<file path="src/rtl/fisa_pkg.sv">
// fisa_pkg: shared types and constants of the free index stack allocator
// used by the handshake interfaces, the controller, the datapath and the top level
`timescale 1ns / 1ps
`default_nettype none

package fisa_pkg;

  // pool size and field widths
  localparam int unsigned NumIndices = 256;
  localparam int unsigned HandleW    = 8;
  localparam int unsigned CountW     = 9;

  // operation codes
  typedef enum logic {
    FuncReserve = 1'b0,
    FuncRelease = 1'b1
  } func_e;

  // result status codes
  typedef enum logic [1:0] {
    StOk    = 2'd0,
    StEmpty = 2'd1,
    StRange = 2'd2,
    StFull  = 2'd3
  } status_e;

  // controller to datapath commands
  typedef struct packed {
    logic capture;  // latch the request and start the stack read
    logic execute;  // update the stack and load the result register
  } fisa_cmd_t;

  // datapath to controller status
  typedef struct packed {
    logic out_free;  // result register is empty or drains this cycle
  } fisa_sts_t;

endpackage

`default_nettype wire

</file>
<file path="src/rtl/fisa_if.sv">
// fisa_req_if, fisa_rsp_if: valid/ready channels for requests and results
// depends on fisa_pkg for the field widths
`timescale 1ns / 1ps
`default_nettype none

interface fisa_req_if import fisa_pkg::*; ();
  logic               valid;
  logic               ready;
  logic               func;
  logic [HandleW-1:0] handle_in;

  modport source (output valid, output func, output handle_in, input ready);
  modport sink   (input valid, input func, input handle_in, output ready);
endinterface

interface fisa_rsp_if import fisa_pkg::*; ();
  logic               valid;
  logic               ready;
  logic [HandleW-1:0] handle_out;
  logic [1:0]         status;
  logic [CountW-1:0]  free_count;

  modport source (output valid, output handle_out, output status, output free_count,
                  input ready);
  modport sink   (input valid, input handle_out, input status, input free_count,
                  output ready);
endinterface

`default_nettype wire

</file>
<file path="src/rtl/fisa_ctrl.sv">
// fisa_ctrl: request sequencer of the free index stack allocator
// depends on fisa_pkg for the command and status structs
`timescale 1ns / 1ps
`default_nettype none

module fisa_ctrl import fisa_pkg::*; (
  input  wire logic      clk_i,
  input  wire logic      rst_ni,
  input  wire logic      in_valid_i,
  output logic           in_ready_o,
  input  wire fisa_sts_t sts_i,
  output fisa_cmd_t      cmd_o
);

  typedef enum logic [1:0] {
    IdleS = 2'b01,
    ExecS = 2'b10
  } state_e;

  state_e state_q, state_d;

  // next state and commands
  always_comb begin
    state_d     = state_q;
    in_ready_o  = 1'b0;
    cmd_o       = '0;
    case (state_q)
      IdleS: begin
        in_ready_o = sts_i.out_free;
        if (in_valid_i && sts_i.out_free) begin
          cmd_o.capture = 1'b1;
          state_d       = ExecS;
        end
      end
      ExecS: begin
        cmd_o.execute = 1'b1;
        state_d       = IdleS;
      end
      default: begin
        state_d = IdleS;
      end
    endcase
  end

  // state register
  always_ff @(posedge clk_i or negedge rst_ni) begin
    if (!rst_ni) begin
      state_q <= IdleS;
    end else begin
      state_q <= state_d;
    end
  end

endmodule

`default_nettype wire

</file>
<file path="src/rtl/fisa_dp.sv">
// fisa_dp: stack memory, stack pointer, low-water mark and result register
// depends on fisa_pkg; driven by fisa_ctrl through fisa_cmd_t
`timescale 1ns / 1ps
`default_nettype none

module fisa_dp import fisa_pkg::*; (
  input  wire logic               clk_i,
  input  wire logic               rst_ni,
  input  wire fisa_cmd_t          cmd_i,
  output fisa_sts_t               sts_o,
  input  wire logic               func_i,
  input  wire logic [HandleW-1:0] handle_in_i,
  output logic                    out_valid_o,
  input  wire logic               out_ready_i,
  output logic [HandleW-1:0]      handle_out_o,
  output logic [1:0]              status_o,
  output logic [CountW-1:0]       free_count_o
);

  // stack storage, never cleared: entries below the low-water mark hold reset content
  logic [HandleW-1:0] mem_q [NumIndices];
  logic [HandleW-1:0] rdata_q;

  logic [CountW-1:0]  top_q, top_d;
  logic [CountW-1:0]  low_q, low_d;
  logic               func_q;
  logic [HandleW-1:0] handle_q;

  logic               out_valid_q;
  logic [HandleW-1:0] handle_out_q, handle_out_d;
  logic [1:0]         status_q;
  status_e            status_d;
  logic [CountW-1:0]  count_q;

  logic [HandleW-1:0] rd_addr;
  logic [HandleW-1:0] pop_idx;
  logic               push_en;

  assign rd_addr = HandleW'(top_q - CountW'(1));
  assign pop_idx = rd_addr;

  // request capture and stack read
  always_ff @(posedge clk_i) begin
    if (cmd_i.capture) begin
      func_q   <= func_i;
      handle_q <= handle_in_i;
      rdata_q  <= mem_q[rd_addr];
    end
  end

  // pop or push decision
  always_comb begin
    top_d        = top_q;
    low_d        = low_q;
    status_d     = StOk;
    handle_out_d = '0;
    push_en      = 1'b0;
    if (func_q == FuncReserve) begin
      if (top_q != '0) begin
        top_d = top_q - CountW'(1);
        if (top_d < low_q) begin
          low_d = top_d;
        end
        // an entry never pushed since reset still holds its reset handle
        handle_out_d = (low_q <= CountW'(pop_idx)) ? rdata_q : ~pop_idx;
      end else begin
        status_d = StEmpty;
      end
    end else begin
      if ({1'b0, handle_q} >= CountW'(NumIndices)) begin
        status_d = StRange;
      end else if (top_q >= CountW'(NumIndices)) begin
        status_d = StFull;
      end else begin
        push_en = 1'b1;
        top_d   = top_q + CountW'(1);
      end
    end
  end

  // stack write
  always_ff @(posedge clk_i) begin
    if (cmd_i.execute && push_en) begin
      mem_q[HandleW'(top_q)] <= handle_q;
    end
  end

  // stack pointer and low-water mark
  always_ff @(posedge clk_i or negedge rst_ni) begin
    if (!rst_ni) begin
      top_q <= CountW'(NumIndices);
      low_q <= CountW'(NumIndices);
    end else if (cmd_i.execute) begin
      top_q <= top_d;
      low_q <= low_d;
    end
  end

  // result register valid
  always_ff @(posedge clk_i or negedge rst_ni) begin
    if (!rst_ni) begin
      out_valid_q <= 1'b0;
    end else if (cmd_i.execute) begin
      out_valid_q <= 1'b1;
    end else if (out_ready_i) begin
      out_valid_q <= 1'b0;
    end
  end

  // result register payload
  always_ff @(posedge clk_i) begin
    if (cmd_i.execute) begin
      handle_out_q <= handle_out_d;
      status_q     <= status_d;
      count_q      <= top_d;
    end
  end

  assign sts_o.out_free = !out_valid_q || out_ready_i;
  assign out_valid_o    = out_valid_q;
  assign handle_out_o   = handle_out_q;
  assign status_o       = status_q;
  assign free_count_o   = count_q;

endmodule

`default_nettype wire

</file>
<file path="src/rtl/free_index_stack_allocator_core.sv">
// free_index_stack_allocator_core: LIFO free-handle allocator, one request at a time
// the result is registered and valid from the clock edge after the accepting one
// a new request is taken only after the previous one has executed, as the stack memory read is registered;
// it is taken in the cycle the previous result leaves the output register, or once that register is empty
// reset: all handles free with handle 0 on top; the stack memory is not cleared,
// a low-water mark on the stack pointer stands in for its reset content
`timescale 1ns / 1ps
`default_nettype none

module free_index_stack_allocator_core import fisa_pkg::*; (
  input  wire logic  clk_i,
  input  wire logic  rst_ni,
  fisa_req_if.sink   req_i,
  fisa_rsp_if.source rsp_o
);

  fisa_cmd_t cmd;
  fisa_sts_t sts;

  // sequencer
  fisa_ctrl u_ctrl (
    .clk_i      (clk_i),
    .rst_ni     (rst_ni),
    .in_valid_i (req_i.valid),
    .in_ready_o (req_i.ready),
    .sts_i      (sts),
    .cmd_o      (cmd)
  );

  // stack and result datapath
  fisa_dp u_dp (
    .clk_i        (clk_i),
    .rst_ni       (rst_ni),
    .cmd_i        (cmd),
    .sts_o        (sts),
    .func_i       (req_i.func),
    .handle_in_i  (req_i.handle_in),
    .out_valid_o  (rsp_o.valid),
    .out_ready_i  (rsp_o.ready),
    .handle_out_o (rsp_o.handle_out),
    .status_o     (rsp_o.status),
    .free_count_o (rsp_o.free_count)
  );

  // an accepted request is executed in the next cycle
  assert property (@(posedge clk_i) disable iff (!rst_ni)
    (req_i.valid && req_i.ready) |=> cmd.execute)
    else $error("accepted request not executed");

  // execution always presents a result
  assert property (@(posedge clk_i) disable iff (!rst_ni)
    cmd.execute |=> rsp_o.valid)
    else $error("execution without result");

  // no request is taken while a stalled result would be overwritten
  assert property (@(posedge clk_i) disable iff (!rst_ni)
    !(req_i.ready && rsp_o.valid && !rsp_o.ready))
    else $error("request accepted over a stalled result");

  // free count never exceeds the pool
  assert property (@(posedge clk_i) disable iff (!rst_ni)
    rsp_o.valid |-> (rsp_o.free_count <= CountW'(NumIndices)))
    else $error("free count beyond pool size");

endmodule

`default_nettype wire

</file>
<file path="src/flat_wrapper.sv">
// flat-port wrapper written by rule: the top's interface ports become plain ports
module free_index_stack_allocator_core_flat import fisa_pkg::*;
  (clk_i, rst_ni, req_i_valid, req_i_func, req_i_handle_in, req_i_ready, rsp_o_valid, rsp_o_handle_out, rsp_o_status, rsp_o_free_count, rsp_o_ready);
  fisa_req_if req_i_i ();
  fisa_rsp_if rsp_o_i ();
  input  wire logic clk_i;
  input  wire logic rst_ni;
  input wire logic [$bits(req_i_i.valid)-1:0] req_i_valid;
  input wire logic [$bits(req_i_i.func)-1:0] req_i_func;
  input wire logic [$bits(req_i_i.handle_in)-1:0] req_i_handle_in;
  output wire logic [$bits(req_i_i.ready)-1:0] req_i_ready;
  output wire logic [$bits(rsp_o_i.valid)-1:0] rsp_o_valid;
  output wire logic [$bits(rsp_o_i.handle_out)-1:0] rsp_o_handle_out;
  output wire logic [$bits(rsp_o_i.status)-1:0] rsp_o_status;
  output wire logic [$bits(rsp_o_i.free_count)-1:0] rsp_o_free_count;
  input wire logic [$bits(rsp_o_i.ready)-1:0] rsp_o_ready;
  assign req_i_i.valid = req_i_valid;
  assign req_i_i.func = req_i_func;
  assign req_i_i.handle_in = req_i_handle_in;
  assign req_i_ready = req_i_i.ready;
  assign rsp_o_valid = rsp_o_i.valid;
  assign rsp_o_handle_out = rsp_o_i.handle_out;
  assign rsp_o_status = rsp_o_i.status;
  assign rsp_o_free_count = rsp_o_i.free_count;
  assign rsp_o_i.ready = rsp_o_ready;
  free_index_stack_allocator_core u_core (.clk_i(clk_i), .rst_ni(rst_ni), .req_i(req_i_i), .rsp_o(rsp_o_i));
endmodule
</file>
<file path="config.mk">
export PLATFORM = sky130hd
export DESIGN_NAME = free_index_stack_allocator_core_flat
export DESIGN_NICKNAME = d
export VERILOG_FILES = /design/src/rtl/fisa_pkg.sv /design/src/rtl/fisa_if.sv /design/src/rtl/fisa_ctrl.sv /design/src/rtl/fisa_dp.sv /design/src/rtl/free_index_stack_allocator_core.sv /design/src/flat_wrapper.sv
export SDC_FILE = /design/constraint.sdc
export NUM_CORES = 2
export LEC_CHECK = 0
export BUFFER_PORTS_ARGS = -buffer_cell sky130_fd_sc_hd__buf_2
export CELL_PAD_IN_SITES_DETAIL_PLACEMENT = 1
export CELL_PAD_IN_SITES_GLOBAL_PLACEMENT = 1
export CORE_MARGIN = 3
export CORE_UTILIZATION = 35
export CTS_BUF_LIST = sky130_fd_sc_hd__clkbuf_8 sky130_fd_sc_hd__clkbuf_16
export DETAILED_ROUTE_END_ITERATION = 10
export PLACE_DENSITY_LB_ADDON = 0.08
export SYNTH_ARGS = -nofsm -noshare
export SYNTH_HDL_FRONTEND = slang
export SYNTH_HIERARCHICAL = 1
export SYNTH_SLANG_ARGS = --single-unit
</file>
<file path="constraint.sdc">
create_clock -name clk_i -period 12.7 [get_ports clk_i]
set_input_delay 0.635 -clock clk_i [delete_from_list [all_inputs] [get_ports clk_i]]
set_output_delay 0.635 -clock clk_i [all_outputs]
set_load 0.1 [all_outputs]
</file>
======== Word level (Yosys, flattened, before mapping) ========
Memories as Yosys holds them, arrays and structs flattened. A register that Yosys moved wholly into a read port is not among the register bits.
Cells that the tools add are included.
cells by class
  add/sub/neg operators ................... 2
  $lt $le $gt $ge ......................... 3
  equality and inequality tests ........... 3
  mux-type cells .......................... 19
  bitwise gates (word level) .............. 3
  reduce and logical (&&, ||, !) cells .... 8
operators by type and width
  cell                                                                   count
  9-bit 2-to-1 mux                                                       3
  1-bit 2-to-1 mux                                                       11
  9-bit by 1-bit adder with 9-bit output, second input constant          1
  9-bit greater-or-equal comparator, second input constant               1
  9-bit by 8-bit <= comparator with 1-bit output                         1
  9-bit < comparator                                                     1
  9-bit nonzero test                                                     1
  9-bit by 1-bit subtractor with 9-bit output, second input constant     1
  2-bit 2-to-1 mux                                                       4
  8-bit 2-to-1 mux                                                       1
  8-bit inverter                                                         1
  4-bit AND reduction                                                    1
  2-bit by 1-bit equality test with 1-bit output, second input constant  1
  2-bit equality test, second input constant                             1
  1-bit logical AND                                                      2
  2-bit != test, second input constant                                   1
  1-bit inverter                                                         2
  2-bit nonzero test                                                     1
  2-bit OR reduction                                                     1
  1-bit logical NOT                                                      1
  1-bit logical OR                                                       1
storage, ports and cells
  register bits after elaboration ......... 49
  memory bits (writable) .................. 2,048
  input port bits ......................... 13
  output and inout bits ................... 21
  logic and storage cells ................. 48
  memories kept ........................... 1
memory list
  memory             words  bits a word  read ports  clocked after memory_dff  wr ports  line           text
  u_core.u_dp.mem_q  256    8            1           1                         1         fisa_dp.sv:21  logic [HandleW-1:0] mem_q [NumIndices];

======== Logic depth before layout (Yosys ltp) ========
  word-level depth ........................ 6
  depth in mapped cells ................... 20
  mapped depth without buffers ............ 13

======== Cells and area by module ========
Netlist, hierarchy kept.
modules (own cells, without submodules)
  module     instances  cells an instance  area each (um^2)  sequential area each (um^2)
  fisa_dp    1          4,245              82,147.5          63,058.0
  fisa_ctrl  1          7                  96.3              51.3

======== Worst setup path before layout ========
No wires, ideal clock.
  path kind ............................... reg2reg
  start ................................... register u_core.u_dp.top_q[0]
  end ..................................... register u_core.u_dp.low_q[5]
  library setup time ...................... 125 ps
  arrival time ............................ 4,899 ps
  data required time ...................... 12,575 ps
  path slack .............................. 7,676 ps
  stages on the path, launching flop included .. 20
  buffers on the path ..................... 7
  period minus slack after synthesis ...... 5,024 ps
  path through ............................ dfrtp_1 > clkbuf_1 > buf_2 > buf_1 > buf_1 > inv_1 > ha_1 > clkbuf_1 > clkbuf_1 > buf_1 > inv_1 > ha_1 > nor2b_1 > o21a_1 > o21a_1 > o21ai_0 > nand2b_1 > a21oi_1 > o21ai_1 > mux2_2
between the ends
  word-level cells in the longest chain between the ends .. 3
  elaborated cells on any way between the ends .. 4
  those cells by class .................... add/sub (1); order compare (1); reduce/logical (2)
ends and longest elaborated chain
  what                                         line           text
  start: declaration                           fisa_dp.sv:24  logic [CountW-1:0] top_q, top_d;
  start signal: assignment                     fisa_dp.sv:91  top_q <= CountW'(NumIndices);
  start signal: assignment                     fisa_dp.sv:94  top_q <= top_d;
  9-bit by 1-bit subtractor with 9-bit output  --
  net u_core.u_dp.pop_idx[0]                   fisa_dp.sv:36  logic [HandleW-1:0] pop_idx;
  9-bit < comparator                           fisa_dp.sv:61  if (top_d < low_q) begin
  4-bit AND reduction (no source line)         --
  end signal: assignment                       fisa_dp.sv:92  low_q <= CountW'(NumIndices);
  end signal: assignment                       fisa_dp.sv:95  low_q <= low_d;
  end: declaration                             fisa_dp.sv:25  logic [CountW-1:0] low_q, low_d;
The timed path passes the listed nets, and every way through them passes these cells.
A chain may end at the register's enable or synchronous reset.

======== Worst setup path after layout ========
  start ................................... register u_core.u_dp.top_q[0]
  end ..................................... register u_core.u_dp.rdata_q[2], read port of u_core.u_dp.mem_q, data pin
between the ends
  word-level cells in the longest chain between the ends .. 1
ends and longest elaborated chain
  what                                         line           text
  9-bit by 1-bit subtractor with 9-bit output  fisa_dp.sv:39  assign rd_addr = HandleW'(top_q - CountW'(1));
  net u_core.u_dp.pop_idx[0]                   fisa_dp.sv:36
  end: declaration                             fisa_dp.sv:22  logic [HandleW-1:0] rdata_q;
The timed path passes the listed nets, and every way through them passes these cells.

==> out/metrics.cfg <==
[layout]
area_growth_pct = 13.55
final_util = 0.4005
post_route_cells_drive_above_1_share = 0.2128
seqCellArea_um2 = 63110
fin_nets = 4395
final_design_area_no_fill_um2 = 93390
multi_input_comb_area_um2 = 18200
fillers = 22200

[worst_setup_path]
r2r_cells = 11
critPathTopFamily = simple AND/OR/NAND/NOR gates
crit_fanout = 51
cell_chain_of_the_critical_path = inv_1 > ha_4 > buf_4 > buf_4 > mux4_2 > nand2_1 > nand3_1 > a21oi_1 > nor3_1 > nand4_1 > o22ai_1
cp-start-kind = flip-flop
critical_path_class = flip-flop to flip-flop
critical_path.endpoint_type = flip-flop
critPathRequiredTime_ns = 13.38
critical_path_cell_count = 11
cp_num_buf_inv = 3
crit_path_max_incr_delay_ns = 0.87
crit_path_top_delay_cell = sky130_fd_sc_hd__nor3_1
cpMostUsedCell = sky130_fd_sc_hd__buf_4
crit_arrival_ns = 6.68

[yosys]
syn_area_per_cell_um2 = 19.34
syn_area_um2 = 82240
synth_fa_ha_area_frac = 0.003195
mappedNetlistNets = 4286
synth_area_leader_cell = sky130_fd_sc_hd__edfxtp_1
synth_top_flop_cell = sky130_fd_sc_hd__edfxtp_1
synth_compound_area_frac = 0.01112
synth_most_common_cell = sky130_fd_sc_hd__edfxtp_1
synth-seq-area-share = 0.7673
synth_enable_flop_cells = 2084
yosysUniqueCellTypes = 53
synthMuxAreaShare = 0.1432
yosysWarnings = 6
post_synth_and_or_nand_nor_area_fraction = 0.06064
ys_async_sr_fraction = 0.009976
synth_top_family_by_area = multiplexers
post_synth_main_area_contributors = sky130_fd_sc_hd__edfxtp_1 (76%), sky130_fd_sc_hd__mux4_2 (14%), sky130_fd_sc_hd__nand2_1 (2.5%), sky130_fd_sc_hd__nand3_1 (1.4%), sky130_fd_sc_hd__nor2_1 (1.3%)
synth-seq-cells = 2105
netlist_top_cells_count = sky130_fd_sc_hd__edfxtp_1 (2,084), sky130_fd_sc_hd__nand2_1 (538), sky130_fd_sc_hd__mux4_2 (512)
yosysTopAreaCellShare = 0.7609
yosys.area_share.xor_xnor = 0.001171
syn-instance-count = 4252

[timing]
worst-slew-pin-transition_ns = 1.233
finalMaxSlewViolations = 0
tns_ns = 0
final.period_utilization = 0.4731
rsz0062_at_grt = false
post-route-worst-setup-slack_ns = 6.692
clock_skew_after_layout_ns = 0.04657
hold_viol = 0
period_minus_slack_ns = 6.009
maxSlewHeadroom = 0.1754
achievable-frequency_ghz = 0.1664
setup_viol = 0

[cts]
post_cts.repair.setup_buffers = 0
cts_root_buffer = sky130_fd_sc_hd__clkbuf_16
cts.sink_count = 2105
postCtsHoldBufs = 9
cts_buffers = 226
worst_skew_pair.late_latency_ns = 0.87
clk_path_buf_depth = 3
htreeDepth = 4
cts.reportedPaths.clkPinSlew_ns = 0.06
cts_resized = 0
cts_tree = done

[floorplan]
fp.dieArea_um2 = 240800
die_h_um = 490.8
rows = 177
ioPinCount = 34
core-area_um2 = 233200
initial_utilization = 0.3527
chipWidth_um = 490.8

[outcome]
result_of_the_run = complete, no violations

[global_route]
first_pass_grt_wire_length_um = 340700
grt_antenna_before_repair = 11
number_of_global_route_vias_before_repair = 43920
gr-usage-all-layers = 0.1961
gr-total-overflow = 0
grt_max_degree = 198

[placed_design]
post-place-ws_ns = 6.601
placement.io_buffers = 33
place_hpwl_um = 137200
gp_congestion = 0.7534
dpl-instance-area_um2 = 86280

[pwr]
p_comb_frac = 0.359
switching_share = 0.3623
worst_ir_drop_vdd_v = 0.0002337
power_switching_mw = 8.004
share_clk_of_total_power = 0.282
power.internal_mw = 14.09
share_seq_of_total_power = 0.358
power_density_nw_per_um2 = 236.5
leakage_nw = 29.17
p_total_mw = 22.09

[routing]
via_count = 41010
ant_nets = 0
via_per_inst = 5.336
route.detailed.drc = 0
drt-total-wl_um = 237600
drt_pre_antenna_iters = 5
routed_wire_length_per_instance_um = 30.91
initialDrtViolationCount = 3344

[min_path]
holdCritPathClass = input port to flip-flop
min_path_cells = 2

[flow_run]
timing.max_cap.violations = 0

cells by family (layout without fill, tap and decap cells):
logic type | Yosys count | in the layout
other | 0 | 5
buffers and inverters | 269 | 566
and+or+nand+nor | 1166 | 1166
muxes | 536 | 536
DFF | 2105 | 2105
adders and majority gates | 21 | 21
AOI/OAI and AO/OA | 147 | 147
xor gates and xnor gates | 8 | 8
state kept, by name, indices dropped and copies added (netlist names):
register                  cells
u_core/u_ctrl/state_q         2
u_core/u_dp/free_count_o      9
u_core/u_dp/func_q            1
u_core/u_dp/handle_out_o      8
u_core/u_dp/handle_q          8
u_core/u_dp/low_q             9
u_core/u_dp/mem_q          2048
u_core/u_dp/out_valid_o       1
u_core/u_dp/rdata_q           8
u_core/u_dp/status_o          2
u_core/u_dp/top_q             9
final timing paths:
path	slack (ns)	startpoint	endpoint
max reg2reg	6.69	u_core/u_dp/top_q[0]	u_core/u_dp/rdata_q[2]
min	0.05	req_i_valid	u_core/u_ctrl/state_q[0]
max	6.69	u_core/u_dp/top_q[0]	u_core/u_dp/rdata_q[2]
min in group asynchronous	0.35	rst_ni	u_core/u_dp/out_valid_o
min reg2reg	0.52	u_core/u_ctrl/state_q[0]	u_core/u_ctrl/state_q[0]
max in group asynchronous	11.76	rst_ni	u_core/u_dp/top_q[0]
worst reg2reg max path, stage by stage, from the launching register on:
cell and delay [ns]:
sky130_fd_sc_hd__dfrtp_4 0.73, sky130_fd_sc_hd__inv_1 0.29, sky130_fd_sc_hd__ha_4 0.77, sky130_fd_sc_hd__buf_4 0.64, sky130_fd_sc_hd__buf_4 0.79, sky130_fd_sc_hd__mux4_2 0.41, sky130_fd_sc_hd__nand2_1 0.07, sky130_fd_sc_hd__nand3_1 0.18
sky130_fd_sc_hd__a21oi_1 0.12, sky130_fd_sc_hd__nor3_1 0.87, sky130_fd_sc_hd__nand4_1 0.64, sky130_fd_sc_hd__o22ai_1 0.32
routing by layer:
| layer | vias up | GRT usage | routed length [µm] |
|---|---|---|---|
| met2 | 805 | 0.3237 | 116700 |
| met4 | 0 | 0.04450 | 4797 |
| met1 | 22600 | 0.2770 | 107200 |
| li1 | 17330 | - | - |
| met3 | 279 | 0.02649 | 8974 |
| met5 | - | 0 | 0 |
cell usage in the layout, fill, tap and decap left out, drive strengths merged, types with 6 or more instances in the layout:
cell type,n
nand3,237
clkinv,103
ha,21
dlygate4sd3,9
mux2,8
nand2,538
edfxtp,2084
a32oi,13
and3,20
bufinv,11
o22ai,10
clkbuf,227
nor3,18
o21ai,11
buf,119
nand4,34
a311oi,18
a31oi,12
or4,8
xnor2,6
inv,92
mux4,512
dfrtp,18
a21oi,72
nor2,279
nor2b,11
mux2i,16
area by class of cell:
| cell class | count | share of cell area |
|---|---|---|
| flip-flops and latches | 2105 | 0.6758 |
| diodes | 5 | 0.0001340 |
| inverters | 22 | 0.001005 |
| well taps | 3132 | 0.04196 |
| clock buffers | 227 | 0.06070 |
| clock inverters | 189 | 0.01432 |
| multi-input cells | 1878 | 0.1948 |
| repair buffers | 128 | 0.01125 |
power by group through the flow:
stage	registers [mW]	clock network, mW	logic (mW)
floorplan	8.16	0	4.98
global placement	8.06	0	8.12
detailed placement	8.06	0	8.13
CTS	7.91	6.43	8.16
global route	7.92	6.69	8.54
finish	7.91	6.24	7.94
stage by stage:
| stage | std cells | hold slack (ns) |
|---|---|---|
| 2_1_floorplan | 4252 | 0.3394 |
| 3_3_place_gp | 7256 | 0.4933 |
| 3_5_place_dp | 7256 | 0.4986 |
| 4_1_cts | 7681 | 0.001117 |
| 5_1_grt | 7684 | 0.02442 |
| 6_report | 7686 | 0.05295 |
Power figures use the tool's default switching activity.
